===== config.mk =====
export PLATFORM = sky130hd
export DESIGN_NAME = directory_entry_name_lookup
export DESIGN_NICKNAME = d
export VERILOG_FILES = /design/src/rtl/dnl_pkg.sv /design/src/rtl/dnl_apb.sv /design/src/rtl/dnl_scan.sv /design/src/rtl/directory_entry_name_lookup.sv
export SDC_FILE = /design/constraint.sdc
export NUM_CORES = 1
export LEC_CHECK = 0
export BUFFER_PORTS_ARGS = -buffer_cell sky130_fd_sc_hd__buf_4
export CORE_MARGIN = 3
export CORE_UTILIZATION = 55
export DETAILED_ROUTE_END_ITERATION = 8
export PLACE_DENSITY_LB_ADDON = 0.25
export SYNTH_ARGS = -nofsm -noshare
export SYNTH_HDL_FRONTEND = slang
export SYNTH_HIERARCHICAL = 1
export SYNTH_SLANG_ARGS = --single-unit

===== constraint.sdc =====
create_clock -name clk -period 7.1 [get_ports clk]
set_input_delay 0.355 -clock clk [delete_from_list [all_inputs] [get_ports clk]]
set_output_delay 0.355 -clock clk [all_outputs]
set_load 0.01 [all_outputs]

===== src/rtl/dnl_pkg.sv =====
// shared types and constants for the directory entry name lookup
// no dependencies; imported by every rtl module of the block
`default_nettype none

package dnl_pkg;

	// default block size in bytes
	localparam int BLOCK_BYTES_DEF = 1024;

	// bytes of the target name that can ever compare equal
	localparam int NAME_BYTES = 16;

	// register indexes on the config port (byte address bits [4:3])
	localparam logic [1:0] REG_NAME_LOW  = 2'd0;
	localparam logic [1:0] REG_NAME_HIGH = 2'd1;
	localparam logic [1:0] REG_NAME_LEN  = 2'd2;

	// byte positions inside an entry header
	localparam int REL_INODE_END = 4;
	localparam int REL_RLEN_LO   = 4;
	localparam int REL_RLEN_HI   = 5;
	localparam int REL_NAME_LEN  = 6;
	localparam int REL_TYPE      = 7;
	localparam int HDR_BYTES     = 8;

	// configured target name
	typedef struct packed {
		logic [63:0] name_low;
		logic [63:0] name_high;
		logic [4:0]  name_size;
	} cfg_t;

	// report for one block
	typedef struct packed {
		logic        found;
		logic [31:0] inode;
	} result_t;

endpackage

`default_nettype wire


===== src/rtl/dnl_apb.sv =====
// apb-style register file holding the target name
// depends on dnl_pkg for register indexes and cfg_t
`default_nettype none

module dnl_apb
	import dnl_pkg::*;
(
	input  wire logic        clk,
	input  wire logic        arst_n,
	input  wire logic        psel,
	input  wire logic        penable,
	input  wire logic        pwrite,
	input  wire logic [4:0]  paddr,
	input  wire logic [63:0] pwdata,
	output logic      [63:0] prdata,
	output logic             pready,
	output cfg_t             cfg
);

	logic [63:0] name_low_q;
	logic [63:0] name_high_q;
	logic [4:0]  name_size_q;
	logic        wr_en;

	assign pready = 1'b1;
	assign wr_en  = psel && penable && pwrite;

	// register writes
	always_ff @(posedge clk or negedge arst_n) begin
		if (!arst_n) begin
			name_low_q  <= '0;
			name_high_q <= '0;
			name_size_q <= 5'd1;
		end else if (wr_en) begin
			unique case (paddr[4:3])
				REG_NAME_LOW:  name_low_q  <= pwdata;
				REG_NAME_HIGH: name_high_q <= pwdata;
				REG_NAME_LEN:  name_size_q <= pwdata[4:0];
				default: ;
			endcase
		end
	end

	// read mux
	always_comb begin
		unique case (paddr[4:3])
			REG_NAME_LOW:  prdata = name_low_q;
			REG_NAME_HIGH: prdata = name_high_q;
			REG_NAME_LEN:  prdata = {59'd0, name_size_q};
			default:       prdata = '0;
		endcase
	end

	assign cfg.name_low  = name_low_q;
	assign cfg.name_high = name_high_q;
	assign cfg.name_size = name_size_q;

endmodule

`default_nettype wire


===== src/rtl/dnl_scan.sv =====
// entry parser: header fields, per-entry name compare, first-match record
// depends on dnl_pkg for header positions, cfg_t and result_t
`default_nettype none

module dnl_scan
	import dnl_pkg::*;
#(
	parameter int BLOCK_BYTES = BLOCK_BYTES_DEF
) (
	input  wire logic       clk,
	input  wire logic       arst_n,
	input  wire logic       step,
	input  wire logic [7:0] data_byte,
	input  wire logic       block_end,
	input  wire cfg_t       cfg,
	output result_t         res
);

	localparam int OFF_W = $clog2(BLOCK_BYTES + 1);
	localparam int SUM_W = ((OFF_W > 16) ? OFF_W : 16) + 1;
	localparam logic [OFF_W-1:0] BLOCK_LIM = OFF_W'(BLOCK_BYTES);
	localparam logic [SUM_W-1:0] BLOCK_LIM_W = SUM_W'(BLOCK_BYTES);

	logic [OFF_W-1:0] offset_q, offset_d;
	logic [OFF_W-1:0] start_q, start_d;
	logic [31:0]      inode_q, inode_d;
	logic [15:0]      rlen_q, rlen_d;
	logic [7:0]       nlen_q, nlen_d;
	logic             equal_q, equal_d;
	logic             stop_q, stop_d;
	logic [31:0]      match_q, match_d;

	logic [OFF_W-1:0] rel;
	logic [OFF_W-1:0] name_idx;
	logic [SUM_W-1:0] rel_w, idx_w, nlen_w, rlen_w;
	logic [127:0]     target;
	logic [7:0]       target_byte;
	logic             byte_eq;
	logic             finish;
	logic [31:0]      inode_base;

	assign rel      = offset_q - start_q;
	assign name_idx = rel - OFF_W'(HDR_BYTES);
	assign rel_w    = SUM_W'(rel);
	assign idx_w    = SUM_W'(name_idx);
	assign nlen_w   = SUM_W'(nlen_q);
	assign rlen_w   = SUM_W'(rlen_q);

	// target byte at the current name index
	assign target      = {cfg.name_high, cfg.name_low};
	assign target_byte = target[8*name_idx[3:0] +: 8];
	assign byte_eq     = (idx_w < SUM_W'(NAME_BYTES)) && (target_byte == data_byte);
	assign inode_base  = (rel == '0) ? 32'd0 : inode_q;

	// next state for one transfer
	always_comb begin
		offset_d = offset_q;
		start_d  = start_q;
		inode_d  = inode_q;
		rlen_d   = rlen_q;
		nlen_d   = nlen_q;
		equal_d  = equal_q;
		stop_d   = stop_q;
		match_d  = match_q;
		finish   = 1'b0;
		if (step && offset_q < BLOCK_LIM) begin
			offset_d = offset_q + OFF_W'(1);
			if (!stop_q && offset_q >= start_q) begin
				if (rel < OFF_W'(REL_INODE_END)) begin
					// inode bytes, little-endian; first byte opens a new entry
					if (rel == '0) begin
						rlen_d  = '0;
						nlen_d  = '0;
						equal_d = 1'b1;
					end
					inode_d = inode_base | (32'(data_byte) << (8 * rel[1:0]));
				end else if (rel == OFF_W'(REL_RLEN_LO)) begin
					rlen_d = {8'd0, data_byte};
				end else if (rel == OFF_W'(REL_RLEN_HI)) begin
					rlen_d = {data_byte, rlen_q[7:0]};
					// short record or record past the block
					if (rlen_d < 16'(HDR_BYTES)
						|| SUM_W'(start_q) + SUM_W'(rlen_d) > BLOCK_LIM_W) begin
						stop_d = 1'b1;
					end
				end else begin
					if (rel == OFF_W'(REL_NAME_LEN)) begin
						nlen_d = data_byte;
						// name longer than the record
						if (SUM_W'(HDR_BYTES) + SUM_W'(data_byte) > rlen_w) begin
							stop_d = 1'b1;
						end
					end else if (rel == OFF_W'(REL_TYPE)) begin
						finish = (nlen_q == 8'd0);
					end else if (idx_w < nlen_w) begin
						if (!byte_eq) begin
							equal_d = 1'b0;
						end
						finish = (idx_w == nlen_w - SUM_W'(1));
					end
					// first exact match with a used inode ends the scan
					if (finish && equal_d && nlen_q == {3'd0, cfg.name_size}
						&& inode_q != 32'd0 && match_q == 32'd0) begin
						match_d = inode_q;
						stop_d  = 1'b1;
					end
					// last byte of the record: move to the next entry
					if (!stop_d && rel_w == rlen_w - SUM_W'(1)) begin
						start_d = OFF_W'(SUM_W'(start_q) + rlen_w);
					end
				end
			end
		end
		res.found = (match_d != 32'd0);
		res.inode = match_d;
		// block end: back to the idle state for the next block
		if (step && block_end) begin
			offset_d = '0;
			start_d  = '0;
			inode_d  = '0;
			rlen_d   = '0;
			nlen_d   = '0;
			equal_d  = 1'b1;
			stop_d   = 1'b0;
			match_d  = '0;
		end
	end

	// scan state
	always_ff @(posedge clk or negedge arst_n) begin
		if (!arst_n) begin
			offset_q <= '0;
			start_q  <= '0;
			inode_q  <= '0;
			rlen_q   <= '0;
			nlen_q   <= '0;
			equal_q  <= 1'b1;
			stop_q   <= 1'b0;
			match_q  <= '0;
		end else begin
			offset_q <= offset_d;
			start_q  <= start_d;
			inode_q  <= inode_d;
			rlen_q   <= rlen_d;
			nlen_q   <= nlen_d;
			equal_q  <= equal_d;
			stop_q   <= stop_d;
			match_q  <= match_d;
		end
	end

endmodule

`default_nettype wire


===== src/rtl/directory_entry_name_lookup.sv =====
// top level of the directory entry name lookup: input stage, scan, result register
// depends on dnl_pkg, dnl_apb and dnl_scan
//
//   channel | direction | handshake            | payload
//   --------+-----------+----------------------+---------------------------
//   input   | in        | in_valid / in_ready  | data_byte, block_end
//   result  | out       | out_valid/ out_ready | found, inode_number
//   config  | in        | apb, pready tied 1   | paddr, pwdata, prdata
//
// one byte per cycle unless a waiting result holds a block_end byte: a transfer lands in
// the input register, the scan updates its state from it and, on the block's last byte,
// loads the result register, which then offers the result.
// reset clears the scan state and sets the target length to 1. a waiting result
// stalls only the next block_end byte; other bytes keep flowing.
`default_nettype none

module directory_entry_name_lookup
	import dnl_pkg::*;
#(
	parameter int BLOCK_BYTES = BLOCK_BYTES_DEF
) (
	input  wire logic        clk,
	input  wire logic        arst_n,
	input  wire logic [7:0]  data_byte,
	input  wire logic        block_end,
	input  wire logic        in_valid,
	output logic             in_ready,
	output logic             found,
	output logic      [31:0] inode_number,
	output logic             out_valid,
	input  wire logic        out_ready,
	input  wire logic        psel,
	input  wire logic        penable,
	input  wire logic        pwrite,
	input  wire logic [4:0]  paddr,
	input  wire logic [63:0] pwdata,
	output logic      [63:0] prdata,
	output logic             pready
);

	cfg_t        cfg;
	result_t     res;
	logic [7:0]  byte_s1;
	logic        end_s1;
	logic        valid_s1;
	logic        out_free;
	logic        step;
	logic        found_q;
	logic [31:0] inode_q;
	logic        out_valid_q;

	dnl_apb u_apb (
		.clk     (clk),
		.arst_n  (arst_n),
		.psel    (psel),
		.penable (penable),
		.pwrite  (pwrite),
		.paddr   (paddr),
		.pwdata  (pwdata),
		.prdata  (prdata),
		.pready  (pready),
		.cfg     (cfg)
	);

	// flow control: only a block_end byte needs room in the result register
	assign out_free = !out_valid_q || out_ready;
	assign step     = valid_s1 && (!end_s1 || out_free);
	assign in_ready = !valid_s1 || step;

	// input register
	always_ff @(posedge clk or negedge arst_n) begin
		if (!arst_n) begin
			valid_s1 <= 1'b0;
		end else if (in_ready) begin
			valid_s1 <= in_valid;
		end
	end

	always_ff @(posedge clk) begin
		if (in_ready && in_valid) begin
			byte_s1 <= data_byte;
			end_s1  <= block_end;
		end
	end

	dnl_scan #(
		.BLOCK_BYTES (BLOCK_BYTES)
	) u_scan (
		.clk       (clk),
		.arst_n    (arst_n),
		.step      (step),
		.data_byte (byte_s1),
		.block_end (end_s1),
		.cfg       (cfg),
		.res       (res)
	);

	// result register
	always_ff @(posedge clk or negedge arst_n) begin
		if (!arst_n) begin
			out_valid_q <= 1'b0;
		end else if (step && end_s1) begin
			out_valid_q <= 1'b1;
		end else if (out_ready) begin
			out_valid_q <= 1'b0;
		end
	end

	always_ff @(posedge clk) begin
		if (step && end_s1) begin
			found_q <= res.found;
			inode_q <= res.inode;
		end
	end

	assign out_valid    = out_valid_q;
	assign found        = found_q;
	assign inode_number = inode_q;

endmodule

`default_nettype wire


==> results of run 1 <==
## state kept, by name, summed over array words and instances, names as in the netlist
name and flops:
u_scan/rlen_q 16, u_scan/equal_q 1, u_scan/inode_q 32, u_apb/name_size_q 5
found 1, byte_s1 8, out_valid 1, valid_s1 1
u_scan/offset_q 11, u_scan/start_q 11, inode_number 32, u_apb/name_high_q 64
end_s1 1, u_scan/nlen_q 8, u_scan/stop_q 1, u_scan/match_q 32
u_apb/name_low_q 64
## cell families after synthesis
family,synth area share
adder cells (fa/ha/maj),0.0369
buffers and inverters,0.0478
AND/OR/NAND/NOR,0.109
flip-flops,0.447
other,0.000225
multiplexers,0.203
XOR/XNOR,0.0407
AO/OA/AOI/OAI,0.116
## layout make-up
type / instances / area (um2) / area share
Multi-Input combinational cell: 1005 / 8450 / 0.439
Clock inverter: 6 / 58.8 / 0.00306
Tap cell: 390 / 488 / 0.0254
Timing Repair Buffer: 198 / 1490 / 0.0776
Inverter: 81 / 304 / 0.0158
Clock buffer: 55 / 1000 / 0.0521
Sequential cell: 289 / 7440 / 0.387
## routing by layer
layer | vias up | global-route usage | routed length, um
li1 | 5650 | - | -
met1 | 6136 | 0.353 | 18300
met2 | 412 | 0.426 | 20400
met3 | 82 | 0.0458 | 2650
met4 | 0 | 0.0801 | 1240
met5 | - | 0 | 0
## report_power, final
part	switching (uW)	total, uW	internal (uW)
combinational	816	1630	811
sequential	240	2170	1930
clock	666	1670	1000
## metrics by stage
| step | cells | util |
|---|---|---|
| floorplan | 1461 | - |
| finish | 2024 | 0.646 |
| detailed placement | 1963 | 0.610 |
| global placement | 1963 | 0.610 |
| global route | 2024 | 0.646 |
| CTS | 2024 | 0.646 |
## how the worst max path moves through the flow
stage	slack [ns]	startpoint	depth (start not counted)	endpoint
final	1.37	u_scan/start_q[1]$_DFFE_PN0P_	20	u_scan/match_q[7]$_DFF_PN0_
after global routing	0.80	u_scan/start_q[1]$_DFFE_PN0P_	20	u_scan/match_q[18]$_DFF_PN0_
after CTS	1.42	u_scan/start_q[1]$_DFFE_PN0P_	20	u_scan/match_q[7]$_DFF_PN0_
after detailed placement	1.42	u_scan/start_q[1]$_DFFE_PN0P_	20	u_scan/match_q[7]$_DFF_PN0_
after global placement	1.61	u_scan/start_q[1]$_DFFE_PN0P_	20	u_scan/match_q[4]$_DFF_PN0_
after floorplan	2.76	u_scan/start_q[1]$_DFFE_PN0P_	22	inode_number[10]$_DFFE_PP_
## cell usage in the layout (no fill, tap or decap), types with 10 or more instances in the layout
cell type,synthesis,layout
a22o_1,42,42
mux4_2,33,33
xnor2_1,46,46
mux2_2,71,71
edfxtp_1,42,42
buf_4,3,197
o31ai_1,52,52
o21ai_0,40,40
nand4_1,22,22
nor4_1,25,25
o21bai_1,32,32
mux2i_1,87,87
o21a_1,11,11
nand2_1,97,97
clkbuf_1,48,16
xor2_1,14,14
clkbuf_16,0,36
ha_1,46,45
mux2_4,61,61
nor2_1,98,97
a21oi_1,28,28
nand3_1,36,35
a21o_1,10,10
nor3_1,22,22
dfrtp_1,245,245
inv_1,80,80
==> summary.md, run 1 <==
| Metric | Value |
|---|---|
| Run status | `complete, but fails checks` |
| Failing checks | `negative hold slack` |
| Port Buf Inserts | `180` |
| # hold bufs at CTS | `0` |
| Die Y | `180 um` |
| Design Area, Final | `19200 um2` |
| Distinct cells, synth | `78` |
| HPWL Detailed | `29100 um` |
| Worst hold path type | `input port to asynchronous set/reset pin` |
| R2R setup slack | `1.37 ns` |
| CORE AREA | `approximately 30000 um2` |
| CP required | `between 7 and 8 ns` |
| Diode count | `0` |
| Post-DP Area | `18200 um2` |
| Critical Path End Type | `register` |
| Post-layout min period | `5.73 ns` |
| Nets | `1742` |
| CP max FO | `34` |
| CTS tree | `yes` |
| Final WS setup | `between 1 and 1.5 ns` |
| Drt wl/cell | `21.0 um` |
| Clk slew on worst S/H paths | `about 0.06 ns` |
| Number of buffers and inverters on the critical path | `4` |
| Ys flop type | `dfrtp_1` |
| R2r startpoint | `u_scan/start_q[1]$_DFFE_PN0P_` |
| Routability Congestion | `0.891` |
| Most common cell in the netlist | `dfrtp_1` |
| Fillers | `roughly 2300` |
| Synth Net Count | `1594` |
| Reg-to-Reg End | `u_scan/match_q[7]$_DFF_PN0_` |
| P per Cell Area | `284 nW/um2` |
| Grt total ovfl | `0` |
| Final WL | `42500 um` |
| Top cells by count, synth | `245 x dfrtp_1, 98 x nor2_1, 97 x nand2_1, 87 x mux2i_1, 80 x inv_1` |
| First-pass GRT wire length | `68500 um` |
| Delay-heaviest family, CP | `compound AO/OA/AOI/OAI gates` |
| Layout cells sized above 1 | `0.267` |
| DR iter-0 viols | `879` |
| Worst rel slew slack | `0.283` |
| Final hold viol count | `22` |
| Initial antenna violation count | `0` |
| Crit-path max cell delay | `0.57 ns` |
| Synth warn | `6` |
| Routed vias | `12280` |
| H-tree levels | `2` |
| Crit-path most repeated cell | `ha_1` |
| Die X | `180 um` |
| Largest area contributor in the synthesized netlist | `dfrtp_1` |
| Final Max Slew Viols | `0` |
| Post-cts sizing count | `0` |
| Maximum capacitance violations | `0` |
| CP Class | `register to register` |
| Total CTS buffers | `34` |
| CP Launch Type | `register` |
| Critical path data arrival time | `6.13 ns` |
| Post-CTS setup buffers | `0` |
| Area contributors post-synth | `dfrtp_1 37%, edfxtp_1 7.6%, mux2_4 5.5%` |
| Number of global-route vias before repair | `between 10000 and 15000` |
| Syn avg cell area | `11.4 um2` |
| DR pass1 iterations | `5` |
| Crit path cell chain | `inv_1 -> ha_1 -> nand2b_1 -> a21oi_2 -> xor2_2 -> inv_2 -> ha_1 -> xnor2_1 -> xnor2_1 -> inv_1 -> ha_1 -> o21a_1 -> o21ai_0 -> a21oi_1 -> nor3_1 -> o211ai_1 -> a21oi_2 -> nand3_2 -> buf_4 -> o31ai_1` |
| Final Setup Violations | `0` |
| Unrepaired setup endpoints after global routing | `no` |
| Initial Util | `0.560` |
| DP Worst Slack | `1.42 ns` |
| Clk sinks | `289` |
| DRC errors left | `0` |
| GRT Total Usage | `0.258` |
| CTS root buffer | `clkbuf_16` |
| Largest net degree at the start of global routing | `roughly 140` |
| Top cell type's share of synthesized area | `0.368` |
| Via/cell ratio | `6.07` |
| CP max stage cell | `nand3_2` |
| Worst Max-Slew Pin Slew | `1.08 ns` |
| Seq/Total Area, Yosys | `0.447` |
| Async set-or-reset flop fraction in the synthesized netlist | `0.855` |
| R2R cell count | `20` |
| EDFF count, synth | `between 40 and 50` |
| Static Leak | `0.00887 uW` |
| PnR Total Power | `5470 uW` |
| Area grow syn2layout | `15.4%` |
| VDD IR max | `0.000209 V` |
| Mapped Area | `16700 um2` |
| F_max | `0.175 GHz` |
| Clock Latency Late Sink | `0.52 ns` |
| Maximum buffer depth of the clock tree | `3` |
| Flops & latches, synth | `approximately 290` |
| Mapped Cells | `1461` |
| Cell Rows | `63` |
| ANT nets after route | `0` |
| Die area | `32400 um2` |
| WHS | `-0.0555 ns` |
| Clk_skew | `0.0304 ns` |
| I/O Pins | `~190` |
| Final worst path period share | `0.807` |
| Setup TNS | `0 ns` |
Note: power is estimated with default switching activity, not from simulation.
==> run 2, diff against run 1 <==
--- a/config.mk
+++ b/config.mk
@@ -5,6 +5,7 @@
 export SDC_FILE = /design/constraint.sdc
 export NUM_CORES = 1
 export LEC_CHECK = 0
+export ABC_AREA = 1
 export BUFFER_PORTS_ARGS = -buffer_cell sky130_fd_sc_hd__buf_4
 export CORE_MARGIN = 3
 export CORE_UTILIZATION = 55
==> constraint.sdc (replaced) <==
create_clock -name clk -period 6 [get_ports clk]
set_input_delay 0.3 -clock clk [delete_from_list [all_inputs] [get_ports clk]]
set_output_delay 0.3 -clock clk [all_outputs]
set_load 0.01 [all_outputs]
==> run 2 against run 1 <==
Effect of this change:
- the run now ends clean
- die area is 3.3% higher
- sequential share of layout area is 2.3 points lower
- maximum frequency is 10% higher
- global-route usage is 4.7 points higher
- clock power is 20% higher
- critical path type unchanged
- largest power group is now combinational logic
==> summary.md, run 2 <==
| Metric | Value |
|---|---|
| CORE AREA | `30700 um2 (was 29800 um2)` |
| Synth Net Count | `2555 (was 1594)` |
| Clk slew on worst S/H paths | `0.07 ns (was 0.06 ns)` |
| Worst rel slew slack | `0.149 (was 0.283)` |
| Fillers | `2636 (was 2283)` |
| Die X | `183 um (was 180 um)` |
| Largest net degree at the start of global routing | `167 (was 137)` |
| R2R setup slack | `0.80 ns (was 1.37 ns)` |
| Drt wl/cell | `16.9 um (was 21.0 um)` |
| Syn avg cell area | `7.12 um2 (was 11.4 um2)` |
| F_max | `0.192 GHz (was 0.175 GHz)` |
| Run status | `complete, no violations (was complete, but fails checks)` |
| CP max FO | `21 (was 34)` |
| Routability Congestion | `0.993 (was 0.891)` |
| Async set-or-reset flop fraction in the synthesized netlist | `0.855 (unchanged)` |
| HPWL Detailed | `34600 um (was 29100 um)` |
| Layout cells sized above 1 | `0.113 (was 0.267)` |
| Diode count | `0 (unchanged)` |
| Seq/Total Area, Yosys | `0.432 (was 0.447)` |
| Mapped Cells | `2422 (was 1461)` |
| FF+latch area | `7440 um2 (unchanged)` |
| Initial antenna violation count | `0 (unchanged)` |
| CP Class | `register to register (unchanged)` |
| Static Leak | `0.0113 uW (was 0.00887 uW)` |
| Mux cell area share after synthesis | `0 (was 0.203)` |
| H-tree levels | `1 (was 2)` |
| Final Max Slew Viols | `0 (unchanged)` |
| CP Launch Type | `register (unchanged)` |
| Post-Synth XOR/XNOR Area | `0.0213 (was 0.0407)` |
| Most frequent cells in the layout | `1032 x nand2_1, 270 x inv_1, 245 x dfrtp_1 (was 245 x dfrtp_1, 197 x buf_4, 97 x nand2_1, 97 x nor2_1, 87 x mux2i_1)` |
| Setup TNS | `0 ns (unchanged)` |
| CP required | `6.33 ns (was 7.51 ns)` |
| Worst setup startpoint | `u_scan/offset_q[0]$_DFFE_PN0P_ (was u_scan/start_q[1]$_DFFE_PN0P_)` |
| Area contributors post-synth | `dfrtp_1 36%, nand2_1 22%, edfxtp_1 7.3% (was dfrtp_1 37%, edfxtp_1 7.6%, mux2_4 5.5%)` |
| Mapped Area | `17200 um2 (was 16700 um2)` |
| Main combinational cell family by area after synthesis | `simple AND/OR/NAND/NOR gates (was multiplexers)` |
| First-pass GRT wire length | `83300 um (was 68500 um)` |
| DR pass1 iterations | `6 (was 5)` |
| EDFF count, synth | `42 (unchanged)` |
| Hold Startpoint | `penable` |
| Final worst path period share | `0.866 (was 0.807)` |
| Final WL | `51700 um (was 42500 um)` |
| Post-cts sizing count | `0 (unchanged)` |
| CTS root buffer | `clkbuf_16 (unchanged)` |
| Total CTS buffers | `31 (was 34)` |
| Critical path data arrival time | `5.53 ns (was 6.13 ns)` |
| Distinct cells, synth | `52 (was 78)` |
| Simple-gate share of the synthesized area | `0.356 (was 0.109)` |
| # hold bufs at CTS | `76 (was 0)` |
| Multi-input logic area | `8110 um2 (was 8450 um2)` |
| Ys flop type | `dfrtp_1 (unchanged)` |
| Area grow syn2layout | `18.7% (was 15.4%)` |
| Post-layout min period | `5.20 ns (was 5.73 ns)` |
| Grt total ovfl | `0 (unchanged)` |
| Final hold viol count | `0 (was 22)` |
| Maximum capacitance violations | `0 (unchanged)` |
| Post-CTS setup buffers | `0 (unchanged)` |
| Nets | `2770 (was 1742)` |
| Clock Latency Late Sink | `0.59 ns (was 0.52 ns)` |
| Final Non-Filler Cells | `3058 (was 2024)` |
| Crit-path max cell delay | `0.93 ns (was 0.57 ns)` |
| Post-synthesis adder-cell area fraction | `0.0357 (was 0.0369)` |
| Initial Util | `0.561 (was 0.560)` |
| Placed cells | `2924 (was 1963)` |
| Flops & latches, synth | `289 (unchanged)` |
| Die area | `33500 um2 (was 32400 um2)` |
| Synth warn | `6 (unchanged)` |
| ANT nets after route | `0 (unchanged)` |
| Worst hold path type | `input port to register (was input port to asynchronous set/reset pin)` |
| Unrepaired setup endpoints after global routing | `no (unchanged)` |
| GRT Total Usage | `0.305 (was 0.258)` |
| Commonest non-fill, non-tap cell in the layout | `nand2_1 (was dfrtp_1)` |
| Clk sinks | `289 (unchanged)` |
| Via/cell ratio | `5.46 (was 6.07)` |
| P per Cell Area | `476 nW/um2 (was 284 nW/um2)` |
| Final Setup Violations | `0 (unchanged)` |
| Worst Setup EP | `found$_DFFE_PP_ (was u_scan/match_q[7]$_DFF_PN0_)` |
| Die Y | `183 um (was 180 um)` |
| R2r startpoint | `u_scan/offset_q[0]$_DFFE_PN0P_ (was u_scan/start_q[1]$_DFFE_PN0P_)` |
| Port Buf Inserts | `180 (unchanged)` |
| DR iter-0 viols | `1796 (was 879)` |
| Maximum buffer depth of the clock tree | `3 (unchanged)` |
| Leading registers by flop count | `u_apb/name_high_q (64), u_apb/name_low_q (64) (unchanged)` |
| Critical Path End Type | `register (unchanged)` |
| Worst Max-Slew Pin Slew | `1.28 ns (was 1.08 ns)` |
| Crit-path most repeated cell | `nand2_1 (was ha_1)` |
| DRC errors left | `0 (unchanged)` |
| Top cell type's share of synthesized area | `0.356 (was 0.368)` |
| VDD IR max | `0.000428 V (was 0.000209 V)` |
| Clk_skew | `0.0130 ns (was 0.0304 ns)` |
| Number of global-route vias before repair | `16208 (was 12643)` |
| Routed vias | `16698 (was 12280)` |
| CTS tree | `yes (unchanged)` |
| I/O Pins | `185 (unchanged)` |
| CP max stage cell | `ha_1 (was nand3_2)` |
| Top cells by count, synth | `1032 x nand2_1, 272 x inv_1, 245 x dfrtp_1, 222 x nor2_1, 139 x nand3_1 (was 245 x dfrtp_1, 98 x nor2_1, 97 x nand2_1, 87 x mux2i_1, 80 x inv_1)` |
| R2R cell count | `21 (was 20)` |
| Reg-to-Reg End | `found$_DFFE_PP_ (was u_scan/match_q[7]$_DFF_PN0_)` |
| Compound-cell area share of the yosys netlist | `0.0567 (was 0.116)` |
| Cell Rows | `64 (was 63)` |
| Largest area contributor in the synthesized netlist | `dfrtp_1 (unchanged)` |
| Crit path cell chain | `inv_1 -> ha_1 -> inv_2 -> nand2_1 -> o21ai_0 -> o21ai_0 -> nand2_1 -> nand2_1 -> nand2_1 -> nand2_1 -> nand2_1 -> nor2_1 -> nand3_1 -> a21oi_1 -> nand3_2 -> o21ai_0 -> nand2_1 -> nor2_1 -> nand2_1 -> nor2_1 -> nand2_1 (was inv_1 -> ha_1 -> nand2b_1 -> a21oi_2 -> xor2_2 -> inv_2 -> ha_1 -> xnor2_1 -> xnor2_1 -> inv_1 -> ha_1 -> o21a_1 -> o21ai_0 -> a21oi_1 -> nor3_1 -> o211ai_1 -> a21oi_2 -> nand3_2 -> buf_4 -> o31ai_1)` |
| Most common cell in the netlist | `nand2_1 (was dfrtp_1)` |
run 2: metal layers:
| layer | vias to the layer above | GRT usage | wire (um) | share of wire |
|---|---|---|---|---|
| met3 | 113 | 0.0401 | 4600 | 0.089 |
| met2 | 796 | 0.500 | 24200 | 0.47 |
| met4 | 0 | 0.0996 | 1680 | 0.032 |
| met5 | - | 0 | 0 | 0 |
| li1 | 7993 | - | - | - |
| met1 | 7796 | 0.426 | 21200 | 0.41 |
run 2: cells by family (layout without fill, tap and decap cells):
kind of cell,count (synthesis),after routing
adders and majority gates,48,48
other,1,1
and+or+nand+nor,1498,1498
DFF,289,289
AOI/OAI and AO/OA,169,169
xor gates and xnor gates,42,42
buffers and inverters,375,615
run 2: worst min path at each step:
| stage | slack [ns] | depth (start not counted) | end |
|---|---|---|---|
| final | 0.14 | 5 | u_apb/name_size_q[0]$_DFFE_PN1P_ |
| after global routing | 0.18 | 5 | u_apb/name_size_q[0]$_DFFE_PN1P_ |
| after CTS | 0.13 | 5 | u_apb/name_size_q[0]$_DFFE_PN1P_ |
| after detailed placement | 0.34 | 1 | u_scan/start_q[5]$_DFFE_PN0P_ |
| after global placement | 0.34 | 1 | u_scan/start_q[5]$_DFFE_PN0P_ |
| after floorplan | 0.004 | 0 | out_valid$_DFFE_PN0P_ |
run 2: worst max-delay path, delay by kind of cell (launching register included):
kind / cells / cell delay (ns)
flops: 1 / 0.37
buf+inv: 2 / 0.42
simple gates: 14 / 2.03
compound gates: 4 / 1.17
fa+ha+maj: 1 / 0.93
run 2: power breakdown:
part | leakage [uW] | switching (uW) | internal [uW]
registers | 0.00364 | 320 | 2340
logic | 0.00716 | 3420 | 1660
clock network | 0.000529 | 808 | 1190
total | 0.0113 | 4550 | 5200
run 2: cell type report:
type,count,area share
clock inverters,10,0.00715
inverters,280,0.0514
well taps,396,0.0242
multi-input cells,1758,0.396
repair buffers,277,0.112
flip-flops and latches,289,0.364
clock buffers,48,0.0454
run 2: stage by stage:
stage	hold slack (ns)	total power, uW	util	setup WS (ns)	cell area, um2
3_5_place_dp	0.338	7560	0.606	1.01	18600
6_report	0.143	9750	0.666	0.802	20500
2_1_floorplan	0.00441	6230	-	1.95	17200
3_3_place_gp	0.338	7430	0.606	1.11	18600
5_1_grt	0.177	10400	0.666	0.508	20500
4_1_cts	0.129	9640	0.666	0.979	20500
